==> config.mk <==
export PLATFORM = sky130hd
export DESIGN_NAME = msas_ram
export DESIGN_NICKNAME = d
export VERILOG_FILES = /design/src/rtl/core/msas_ram.sv
export SDC_FILE = /design/constraint.sdc
export NUM_CORES = 2
export LEC_CHECK = 0
export BUFFER_PORTS_ARGS = -buffer_cell sky130_fd_sc_hd__buf_2
export CORE_MARGIN = 2
export CORE_UTILIZATION = 46
export CTS_CLUSTER_DIAMETER = 120
export DETAILED_ROUTE_END_ITERATION = 8
export GPL_TIMING_DRIVEN = 0
export PLACE_DENSITY = 0.63
export SLEW_MARGIN = 20
export SYNTH_ARGS = -nofsm -noshare
export SYNTH_HDL_FRONTEND = slang
export SYNTH_SLANG_ARGS = --single-unit
==> constraint.sdc <==
create_clock -name aclk -period 6.8 [get_ports aclk]
set_clock_uncertainty 0.05 [all_clocks]
set_input_delay 0 -clock aclk [delete_from_list [all_inputs] [get_ports aclk]]
set_output_delay 0 -clock aclk [all_outputs]
set_load 0.1 [all_outputs]
==> src/rtl/core/msas_ram.sv <==
// Generic single-write, single-read RAM with registered read data.
`default_nettype none
module msas_ram #(
    parameter int WIDTH = 16,
    parameter int DEPTH = 256
) (
    input  wire logic                     aclk,
    input  wire logic                     we,
    input  wire logic [$clog2(DEPTH)-1:0] waddr,
    input  wire logic [WIDTH-1:0]         wdata,
    input  wire logic [$clog2(DEPTH)-1:0] raddr,
    output logic      [WIDTH-1:0]         rdata
);
    logic [WIDTH-1:0] mem [0:DEPTH-1];

    always_ff @(posedge aclk) begin
        if (we) begin
            mem[waddr] <= wdata;
        end
        rdata <= mem[raddr];
    end
endmodule
`default_nettype wire

# [Yosys cells after proc, flatten, opt, wreduce, memory -nomap -nowiden]
# Memories as Yosys holds them, arrays and structs flattened. A register that Yosys moved wholly into a read port is not among the register bits.
# Index checks and enable logic that the tools add are counted.
[totals] regBits=0 latch_bits=0 ram_bits=4096 mem_bits_ro=0 in_bits=34 n_memories=1
[mem_list] memory="mem" words=256 word_bits=16 rd=1 rd_clocked_by_memory_dff=1 write_ports=1 line="14" rtl="logic [WIDTH-1:0] mem [0:DEPTH-1];"
[op_classes] addsub=0 mul=0 n_div=0 magnitude_cmp=0 eq_ne=0 shift=0 n_mux=2 n_bitwise=0 n_reduce_logical=0
[ops] operator="1-bit 2-to-1 mux" count=2

# [Logic depth before layout (Yosys ltp)]
[logic_depth] depth_word=2 depth_mapped=12 depth_no_buf=6

# [Worst setup path after synthesis]
# OpenSTA, ideal clock, no wires.
[synth_timing] path_kind="input port to flip-flop" start="in waddr[3]" end="mem mem[235][0] (enable)" t_arrival_ns=1.777 required_ns=6.362 path_slack_ns=4.585 stages=6 n_path_buf=3 path_cell_list="clkbuf_1 nor2b_1 clkbuf_1 nand4_1 clkbuf_1 nor2_1"
[synth_lines] item="start, declared" line="9" rtl="input wire logic [$clog2(DEPTH)-1:0] waddr,"
[synth_lines] item="end, declared" line="14"
# No word-level cell before the write port.

==> qor.csv <==
metric,value,unit
dieHeight,591.4,um
cts_resized,0,
wl_per_cell,37.91,um
max-cap-violations,0,
stdcell_count,13026,
path_common_cell,clkbuf_1,
slew_violations,0,
worstSetupStartpointType,input port,
clock_sinks,4112,
endpoint_kind,register,
synthesis.nets,7394,
cts_hold_buf,44,
dp_hpwl,337900,um
drcViolationCount,0,
root_buffer,clkbuf_16,
cp.arrival,5.41,ns
crit_path_top_delay_cell,clkbuf_1,
fin_util,53.36,%
crit_family,buffers and inverters,
crit_buf_inv,4,
powerDensity,290.7,nW/um2
vias_per_cell,6.425,
coreArea,343300,um2
finalSetupViolCount,0,
io_pins,50,
final_cell_mix,"edfxtp_1, mux4_2, mux2i_1",
insertion_delay,0.98,ns
grt_pass1_wl,668500,um
drtIter0Drc,14014,
yosysWarnings,0,
initial_core_util,46.24,%
synthArstFlopShare,0,%
synth_cell_types,52,
drtPass1Iterations,7,
drt.antenna.violating_nets,0,
finalCriticalPeriod,4.706,ns
synth-main-ff-cell,edfxtp_1,
dp.cells,12210,
post-cts-setup-buffers,0,
leakage,0.05774,uW
slowest_delay,0.96,ns
path_class,input port to register,
dieWidth,591.4,um
synth_area,158700,um2
hold_viol,0,
drive_above_1_share,27.20,%
routed_wirelength,493800,um
row_count,215,
cts_tree,yes,
grt_max_degree,129,
yosys_register_bits,4112,
critPathRequiredTime,7.50,ns
timing.fmax,212.5,MHz
crit_chain,clkbuf_1 -> clkbuf_2 -> clkbuf_1 -> clkbuf_1 -> o21ai_0 -> a22oi_1 -> nand4_1 -> nor4_2,
grt_pass1_vias,80843,
synth_edf_count,4096,
port_buffers,39,
num-nets-final,8147,
gp_congestion,0.9650,
worstMarginPinSlew,1.307,ns
ir_worst_vdd,0.2506,mV
grt_overflow_total,0,
cts.clk_slew.worst_paths,0.06,ns
clockBufferDepth,4,
via_count,83691,
syn_to_final_growth,15.41,%
rsz0062_at_grt,false,
synth_area_per_cell,21.56,um2
antenna_found_initial,32,
synth_cells,7360,
slew_headroom,12.17,%
hp-class,input port to register,
final_common_cell,edfxtp_1,
grt_usage,27.97,%
die-area,349700,um2
ys_seq_area_share,77.70,%
cts_buffers,414,
min_period_over_period,69.21,%
cts.htree.levels,5,
crit_path_max_fanout,11,
status,"complete, no violations",
==> through the flow <==
step / setup WS [ns] / power [uW] / TNS [ns] / cell area [um2] / hold slack [ns]
final: 2.094 / 53250 / 0 / 183200 / 0.04269
after global routing: 2.416 / 54390 / 0 / 183200 / 0.04167
after CTS: 2.578 / 53310 / 0 / 183100 / 0.0004800
after detailed placement: 1.580 / 31660 / 0 / 169700 / 0.3784
after global placement: -0.1061 / 31600 / -0.1061 / 164600 / 0.5054
after floorplan: 4.585 / 30010 / 0 / 158700 / 0.04887
==> report_power, final <==
group          internal, uW  total (uW)  switching (uW)
registers             27900       28000            16.4
logic                   965        3260            2290
clock network         12300       22000            9720
==> cell families (layout without fill, tap and decap cells) <==
kind of cell | count (synthesis) | after routing | share of synthesized area (%)
and+or+nand+nor | 556 | 556 | 1.574
buffers and inverters | 456 | 1549 | 1.693
DFF | 4112 | 4112 | 77.70
AOI/OAI and AO/OA | 786 | 786 | 3.537
other | 0 | 16 | 0
muxes | 1450 | 1450 | 15.50
==> metal layers <==
| metal | share of wire (%) | track usage (%) | wire, um | vias to the layer above |
|---|---|---|---|---|
| li1 | - | - | - | 32890 |
| met1 | 38 | 38.95 | 188400 | 44555 |
| met2 | 45 | 41.73 | 220600 | 5378 |
| met3 | 12 | 7.976 | 60940 | 864 |
| met4 | 4.8 | 11.40 | 23820 | 4 |
| met5 | 0.011 | 0 | 54 | - |
==> path summary, 6_finish.rpt <==
kind	from	endpoint	slack (ns)	depth (start not counted)
max	raddr[4]	rdata[1]$_DFF_P_	2.09	8
min reg2reg	mem[216][3]$_DFFE_PP_	rdata[3]$_DFF_P_	1.12	6
min	wdata[6]	mem[23][6]$_DFFE_PP_	0.04	2
max reg2reg	mem[192][13]$_DFFE_PP_	rdata[13]$_DFF_P_	3.26	6
==> synthesized netlist by cell type (4+ instances only) <==
master | n | area [um2]
a31oi_1 | 6 | 37.54
mux4_2 | 797 | 17950
nand3_1 | 35 | 175.2
clkbuf_1 | 230 | 863.3
dfxtp_1 | 16 | 320.3
o32ai_1 | 20 | 175.2
nand4_1 | 26 | 162.7
a211oi_1 | 18 | 135.1
mux2_2 | 88 | 991.0
a22o_1 | 32 | 280.3
a2111oi_0 | 6 | 52.55
o22ai_1 | 148 | 925.9
nor2b_1 | 9 | 56.30
o221ai_1 | 252 | 2207
buf_12 | 5 | 100.1
mux2i_1 | 565 | 5655
buf_6 | 77 | 867.1
buf_4 | 26 | 195.2
nor4_1 | 17 | 106.4
nor2_1 | 304 | 1141
buf_8 | 11 | 165.2
buf_1 | 27 | 101.4
nor3_1 | 92 | 460.4
edfxtp_1 | 4096 | 123000
a22oi_1 | 43 | 322.8
nand2_1 | 38 | 142.6
o31ai_1 | 16 | 120.1
a221oi_1 | 28 | 245.2
or2_2 | 4 | 25.02
a21oi_1 | 175 | 875.8
and3_1 | 11 | 68.82
buf_2 | 76 | 380.4
o21ai_0 | 37 | 185.2
==> cell type report <==
class	count	area [um2]
antenna	16	40.04
clock buffer	496	10820
timing repair buffer	337	4557
clock inverter	260	2106
inverter	4	15.01
sequential	4112	123300
buffer	452	2788
fill	26295	160100
tap	4557	5702
multi-input combinational	2792	33830
==> state kept, by name, summed over array words and instances (netlist names) <==
register and cells:
rdata 16, mem 4096
Power figures use the tool's default switching activity.
