--- src/rtl/core/msas_pkg.sv ---
// Shared constants, types and command structures for the assignment solver.
`default_nettype none
package msas_pkg;
    localparam int MAX_SIZE = 16;
    localparam int SLOTS    = MAX_SIZE + 1;
    localparam int IDX_W    = $clog2(SLOTS);
    localparam int DEPTH    = MAX_SIZE * MAX_SIZE;
    localparam int ADDR_W   = $clog2(DEPTH);
    localparam int POS_W    = $clog2(DEPTH + 2);
    localparam int SIZE_W   = 5;
    localparam int COST_W   = 16;
    localparam int POT_W    = 22;
    localparam int RES_W    = 20;
    localparam int OUT_W    = 24;

    // Scan token that walks the column chain
    typedef struct packed {
        logic                    valid;
        logic                    min_inf;
        logic signed [POT_W-1:0] min_val;
        logic [IDX_W-1:0]        arg;
        logic [IDX_W-1:0]        cur;
        logic signed [POT_W-1:0] rp;
    } token_t;

    // Broadcast commands from the sequencer to every cell
    typedef struct packed {
        logic                    clr;
        logic                    row_init;
        logic                    mark;
        logic                    upd;
        logic                    aug;
        logic [IDX_W-1:0]        sel;
        logic [IDX_W-1:0]        owner;
        logic signed [POT_W-1:0] rp;
        logic signed [POT_W-1:0] delta;
    } cell_cmd_t;

    // State a cell shows to the sequencer
    typedef struct packed {
        logic [IDX_W-1:0]        owner;
        logic [IDX_W-1:0]        back;
        logic signed [POT_W-1:0] rp;
        logic signed [POT_W-1:0] cp;
    } cell_view_t;
endpackage
`default_nettype wire

--- src/rtl/core/msas_cell.sv ---
// One column slot of the solver chain: potentials, slack, marks and links.
`default_nettype none
module msas_cell (
    input  wire logic                       aclk,
    input  wire logic                       aresetn,
    input  wire logic [msas_pkg::IDX_W-1:0] cell_idx,
    input  wire logic [msas_pkg::IDX_W-1:0] n_active,
    input  wire msas_pkg::cell_cmd_t        cmd,
    input  wire logic [msas_pkg::COST_W-1:0] cost_in,
    input  wire msas_pkg::token_t           tok_in,
    output msas_pkg::token_t                tok_out,
    output msas_pkg::cell_view_t            view
);
    import msas_pkg::*;

    logic                    used_reg;
    logic                    inf_reg;
    logic signed [POT_W-1:0] slack_reg;
    logic signed [POT_W-1:0] cp_reg;
    logic signed [POT_W-1:0] rp_reg;
    logic [IDX_W-1:0]        owner_reg;
    logic [IDX_W-1:0]        back_reg;
    token_t                  tok_reg;
    token_t                  tok_next;

    logic                    enabled;
    logic                    scan;
    logic signed [POT_W+1:0] red_wide;
    logic signed [POT_W-1:0] reduced;
    logic                    take;
    logic signed [POT_W-1:0] new_slack;
    logic                    better;

    assign enabled  = (cell_idx != '0) && (cell_idx <= n_active);
    assign scan     = tok_in.valid && enabled && !used_reg;
    assign red_wide = $signed({{(POT_W+2-COST_W){1'b0}}, cost_in})
                    - $signed({{2{tok_in.rp[POT_W-1]}}, tok_in.rp})
                    - $signed({{2{cp_reg[POT_W-1]}}, cp_reg});
    assign reduced   = red_wide[POT_W-1:0];
    assign take      = inf_reg || (reduced < slack_reg);
    assign new_slack = take ? reduced : slack_reg;
    assign better    = tok_in.min_inf || (new_slack < tok_in.min_val);

    always_comb begin
        tok_next = tok_in;
        if (scan && better) begin
            tok_next.min_inf = 1'b0;
            tok_next.min_val = new_slack;
            tok_next.arg     = cell_idx;
        end
    end

    always_ff @(posedge aclk) begin
        if (!aresetn) begin
            tok_reg <= '0;
        end else begin
            tok_reg <= tok_next;
        end
    end

    always_ff @(posedge aclk) begin
        if (cmd.clr) begin
            rp_reg    <= '0;
            cp_reg    <= '0;
            owner_reg <= '0;
            back_reg  <= '0;
        end
        if (cmd.row_init) begin
            inf_reg  <= 1'b1;
            used_reg <= 1'b0;
            if (cell_idx == '0) begin
                owner_reg <= cmd.owner;
                rp_reg    <= '0;
            end
        end
        if (cmd.mark && (cmd.sel == cell_idx)) begin
            used_reg <= 1'b1;
        end
        if (scan && take) begin
            slack_reg <= reduced;
            inf_reg   <= 1'b0;
            back_reg  <= tok_in.cur;
        end
        if (cmd.upd) begin
            if (used_reg) begin
                rp_reg <= rp_reg + cmd.delta;
                cp_reg <= cp_reg - cmd.delta;
            end else if (!inf_reg) begin
                slack_reg <= slack_reg - cmd.delta;
            end
        end
        if (cmd.aug && (cmd.sel == cell_idx)) begin
            owner_reg <= cmd.owner;
            rp_reg    <= cmd.rp;
        end
    end

    assign tok_out    = tok_reg;
    assign view.owner = owner_reg;
    assign view.back  = back_reg;
    assign view.rp    = rp_reg;
    assign view.cp    = cp_reg;
endmodule
`default_nettype wire

--- config.mk ---
export PLATFORM = sky130hd
export DESIGN_NAME = msas_cell
export DESIGN_NICKNAME = d
export VERILOG_FILES = /design/src/rtl/core/msas_pkg.sv /design/src/rtl/core/msas_cell.sv
export SDC_FILE = /design/constraint.sdc
export NUM_CORES = 1
export LEC_CHECK = 0
export BUFFER_PORTS_ARGS = -buffer_cell sky130_fd_sc_hd__buf_2
export CAP_MARGIN = 20
export CORE_ASPECT_RATIO = 0.5
export CORE_MARGIN = 4
export CORE_UTILIZATION = 56
export DETAILED_ROUTE_END_ITERATION = 8
export PLACE_DENSITY = 0.82
export SETUP_SLACK_MARGIN = 0.4
export SLEW_MARGIN = 20
export SYNTH_ARGS = -nofsm -noshare
export SYNTH_HDL_FRONTEND = slang
export SYNTH_SLANG_ARGS = --single-unit
--- constraint.sdc ---
create_clock -name aclk -period 9.7 [get_ports aclk]
set_clock_uncertainty 0.05 [all_clocks]
set_input_delay 1.455 -clock aclk [delete_from_list [all_inputs] [get_ports aclk]]
set_output_delay 1.455 -clock aclk [all_outputs]
set_load 0.03 [all_outputs]
==> Word-level counts from Yosys, hierarchy flattened <==
Cells that the tools add are included.
{ "totals": {"inputBits": 143, "out_inout_bits": 110, "word_cells": 58, "register_bits": 134} }
{ "classes": {"n_reduce_logical": 14, "eq_ne": 1, "n_addsub": 5, "magnitude_cmp": 3, "muxes": 21, "n_bitwise": 1} }
{ "op_table": {"columns": ["operator", "n"], "rows": [
  ["$mux 22", 14],
  ["$sub 22x22->22", 3],
  ["$lt 22x22->1", 2],
  ["$mux 5", 6],
  ["$mux 27", 1],
  ["$add 22x22->22", 1],
  ["$sub 17x22->22", 1],
  ["$logic_and 1x1->1", 7],
  ["$eq 5x5->1", 1],
  ["$le 5x5->1", 1],
  ["$logic_not 5->1", 1],
  ["$reduce_bool 5->1", 1],
  ["$logic_or 1x1->1", 2],
  ["$reduce_bool 2->1", 1],
  ["$reduce_or 2->1", 1],
  ["$logic_not 1->1", 1],
  ["$not 1->1", 1]
]} }

==> Depth between registers and ports, before layout <==
{ "depth": {"word_depth": 9, "ltp_mapped": 29, "mapped_depth_nobuf": 27} }

==> Worst setup path before layout <==
No wires, ideal clock.
{ "synth_timing": {"path_kind": "input -> register", "from": "input tok_in[0] in the netlist's numbering", "to": "register tok_reg, in the netlist tok_out[52]", "setup_ps": 122, "path_stages": 29, "arrival_time_ps": 7995, "path_buffers": 2, "slack_ps": 1534, "required_ps": 9528, "cell_sequence": "inv_1 -> fa_1 -> ha_1 -> a211oi_1 -> o21ai_0 -> a221oi_1 -> o21ai_0 -> a41oi_1 -> nand4b_1 -> nand3_1 -> ha_1 -> nand4_1 -> or4_4 -> a311oi_4 -> nor4_2 -> o2bb2ai_1 -> buf_2 -> mux2_2 -> ha_1 -> a21o_1 -> a21o_1 -> a21oi_1 -> o21ai_0 -> a211oi_1 -> o31a_1 -> o21ai_0 -> buf_2 -> o21ai_0 -> o311a_1"} }
{ "synth_between": {"elab_chain_len": 9} }
{ "synth_rtl": {"columns": ["element", "line", "source"], "rows": [
  ["start: declaration", "msas_cell.sv:10", "input wire msas_pkg::token_t tok_in,"],
  ["$sub 17x22->22 *", "msas_cell.sv:37", "- $signed({{2{tok_in.rp[POT_W-1]}}, tok_in.rp})"],
  ["$sub 22x22->22 *", "msas_cell.sv:38", "- $signed({{2{cp_reg[POT_W-1]}}, cp_reg});"],
  ["$lt 22x22->1", "msas_cell.sv:40", "assign take = inf_reg || (reduced < slack_reg);"],
  ["$logic_or 1x1->1", "msas_cell.sv:40", null],
  ["$mux 22 *", "msas_cell.sv:41", "assign new_slack = take ? reduced : slack_reg;"],
  ["$lt 22x22->1", "msas_cell.sv:42", "assign better = tok_in.min_inf || (new_slack < tok_in.min_val);"],
  ["$logic_or 1x1->1", "msas_cell.sv:42", null],
  ["$logic_and 1x1->1", "msas_cell.sv:46", "if (scan && better) begin"],
  ["$mux 27 *", "msas_cell.sv:46", null],
  ["end signal: assignment", "msas_cell.sv:57", "tok_reg <= tok_next;"],
  ["end: declaration", "msas_cell.sv:23", "token_t tok_reg;"]
]} }
Mark *: on every way between the ends. The rest lies on a longest branch, timed or not.
A chain may end at the register's enable or synchronous reset.

==> Final worst setup path <==
{ "layout_timing": {"from": "input cost_in[0] in the netlist's numbering", "to": "register tok_reg, in the netlist tok_out[46]"} }
{ "layout_between": {"elab_chain_len": 9} }
{ "layout_rtl": {"columns": ["element", "line", "source"], "rows": [
  ["start: declaration", "msas_cell.sv:9", "input wire logic [msas_pkg::COST_W-1:0] cost_in,"],
  ["$sub 17x22->22 *", "msas_cell.sv:37", null],
  ["$sub 22x22->22 *", "msas_cell.sv:38", null],
  ["$lt 22x22->1", "msas_cell.sv:40", null],
  ["$logic_or 1x1->1", "msas_cell.sv:40", null],
  ["$mux 22 *", "msas_cell.sv:41", null],
  ["$lt 22x22->1", "msas_cell.sv:42", null],
  ["$logic_or 1x1->1", "msas_cell.sv:42", null],
  ["$logic_and 1x1->1", "msas_cell.sv:46", null],
  ["$mux 27 *", "msas_cell.sv:46", null]
]} }
Marked as above.

==> metrics <==
Min-Delay Startpoint=owner_reg[2]; internal power=1.779 mW; Cell Rows=36; worst-path fanout max=23; Starting Density=57.10%; core area=between 15000 and 20000 um^2; most common cell after layout, fill and taps aside=buf_2; total die area=22340 um^2; placed cell area=around 13000 um^2; RSZ-0062 raised after global routing=false; Static Leak=6.485 nW; FFs w/ async S/R, synth=0%; R2R Path End=tok_out[46]; Inst Count DP=1846; yosys warns=0; worst setup margin=0.9952 ns; ANT nets after route=0; most frequent cells in the layout=buf_2, inv_1, ha_1, dfxtp_1, nor2_1; CTS root buf=clkbuf_16; GRT Residual Overflow=0; layout cells sized above 1=22.63%; clock latency at the later pin of the worst-skew pair=~0.44 ns; IO buf count=252; critical path class=input pin to register; type of destination of the critical path=register; Reg2Reg Depth=26; nets@finish=1900; GRT Total Usage=a little under a third; non-filler cells, final=1880; number of fill cells=1592; fmax=about 110 MHz; worst min path class=register to register; synthesized area per cell=just over 8 um^2; Synthesized Nets=around 1700; initial DRC count=915; final number of setup-violating endpoints=0; Startpoint Class=input pin; die height=107.7 um; hold path depth=2; Pwr Density=237.0 nW/um^2; relative slew slack=roughly a third; DIE WIDTH=207.4 um; initial antenna violation count=1; fin area=13270 um^2; io pins=253; Buffers & Inverters on Critical Path=2; clock power share=22.1%; Synth Flop Type=dfxtp_1; VDD IR max=0.0001457 V; largest net degree at the start of global routing=between 40 and 50; WL final=34650 um; WL/cell=18.43 um; sequential area share after synthesis=24.54%; via/cell ratio=5.924; status=completed; CTS tree=built; GPL Wtd Cong=0.9361; DR pass1 iterations=6; Flop pwr share=23.4%; Worst path most repeated cell=ha_1; Num CTS Buffers=17; depth of the CTS H-tree=4; Gate power share=between 50% and 60%; Residual DRC=0; DR vias=11140; Layout area overhead=19.18%; CP Launch Point=cost_in[0]; maximum clock path buffer count=2; reg2reg setup slack=1.73 ns; Place WS=0.3774 ns; Final Core Density=68.05%; Final min period=8.705 ns; Power, Total=between 3 and 4 mW; DP HPWL=27460 um; Critical Path Max Stage Delay=0.68 ns; Hold Path End=owner_reg[2]; final hold slack=0.4444 ns; sw frac=43.46%; CP top delay family=compound AO/OA/AOI/OAI gates; Worst Tran Pin Value=1.017 ns; Final Max Slew Viols=0; Slowest cell on crit path=nor4_1; final worst path period share=89.74%; TNS Setup=0 ns; TritonCTS Sinks=134; NetSw=around 1.4 mW; first-pass GRT wire length=54540 um; Largest register FFs=56; cell count after synthesis=about 1400; Cell Area, Synth=11140 um^2; Max Cap Viol=0; Post-synth EDFFs=5; Fin. Hold Viols=0; vias in the first global route=10450; Synth Register Bits=134; Crit Reg-Reg Startpoint=cp_reg[0]; synth unique cells=79; CP arrival=~9 ns; Worst EP required=9.98 ns; Reg clk slew, reported paths=approximately 0.060 ns
## metal layers
| metal | global-route usage, % | up-vias | wire [um] |
|---|---|---|---|
| li1 | - | 5373 | - |
| met1 | 42.10 | 5248 | 16040 |
| met2 | 48.39 | 474 | 15270 |
| met3 | 6.230 | 42 | 2881 |
| met4 | 6.978 | 0 | 456 |
| met5 | 0 | - | 0 |
## cells in the mapped netlist (8+ instances only)
library cell,instances,share of area (%)
a211oi_1,13,0.88
a21o_1,36,2.4
a21oi_1,98,4.4
a21oi_2,18,1.4
a221oi_1,13,1.0
a22oi_1,8,0.54
a31oi_1,9,0.51
and2_1,19,1.1
and3_1,10,0.56
buf_2,8,0.36
clkbuf_1,31,1.0
dfxtp_1,129,23
fa_1,19,3.4
ha_1,138,16
inv_1,139,4.7
mux2_2,22,2.2
nand2_1,67,2.3
nand2b_1,19,1.1
nand3_1,39,1.8
nand3b_1,9,0.61
nand4_1,23,1.3
nor2_1,110,3.7
nor2b_1,13,0.73
nor3_1,28,1.3
o211ai_1,15,1.0
o21a_1,12,0.81
o21ai_0,80,3.6
o21ai_1,25,1.1
o21bai_1,8,0.54
o31ai_1,8,0.54
or3_1,23,1.3
xnor2_1,48,3.8
xor2_1,29,2.3
## layout make-up
| class | count | area, um^2 | share of cell area (%) |
|---|---|---|---|
| Antenna cell | 1 | 2.502 | 0.01885 |
| Clock buffer | 19 | 452.9 | 3.413 |
| Clock inverter | 13 | 173.9 | 1.310 |
| Inverter | 141 | 530.5 | 3.997 |
| Multi-Input combinational cell | 1044 | 7704 | 58.04 |
| Sequential cell | 134 | 2733 | 20.59 |
| Tap cell | 266 | 332.8 | 2.508 |
| Timing Repair Buffer | 262 | 1344 | 10.12 |
## power groups by stage
stage / combinational [mW] / sequential [mW] / clock [mW]
floorplan: 1.18 / 0.800 / 0
global placement: 1.59 / 0.741 / 0
detailed placement: 1.65 / 0.742 / 0
CTS: 1.68 / 0.731 / 0.700
global route: 1.90 / 0.742 / 0.724
finish: 1.72 / 0.736 / 0.695
## cell families (layout without fill, tap and decap cells)
kind of cell | count (synthesis) | after routing | synth area share, %
other | 0 | 1 | 0
xor gates and xnor gates | 77 | 77 | 6.055
DFF | 134 | 134 | 24.54
and+or+nand+nor | 383 | 383 | 17.16
muxes | 26 | 26 | 2.629
AOI/OAI and AO/OA | 401 | 401 | 24.08
adders and majority gates | 157 | 157 | 18.92
buffers and inverters | 186 | 435 | 6.628
## what timing repair did
item | CTS | global route
hold buffers | 0 | 0
hold endpoints to repair | 0 | 0
setup buffers | 0 | 0
resized for setup | 0 | 2
setup endpoints to repair | 0 | 25
## tightest hold or removal path, stage by stage, from the launching register on
cell      delay [ns]
dfxtp_1         0.32
nand3b_1        0.08
o21ai_0         0.07
## worst max-delay path by stage
| stage | endpoint | depth (start not counted) |
|---|---|---|
| detailed placement | tok_out[50] | 26 |
| global placement | tok_out[50] | 26 |
| floorplan | tok_out[52] | 29 |
| CTS | tok_out[50] | 26 |
| global route | tok_out[50] | 27 |
| finish | tok_out[46] | 26 |
Note: power is estimated with default switching activity, not from simulation.
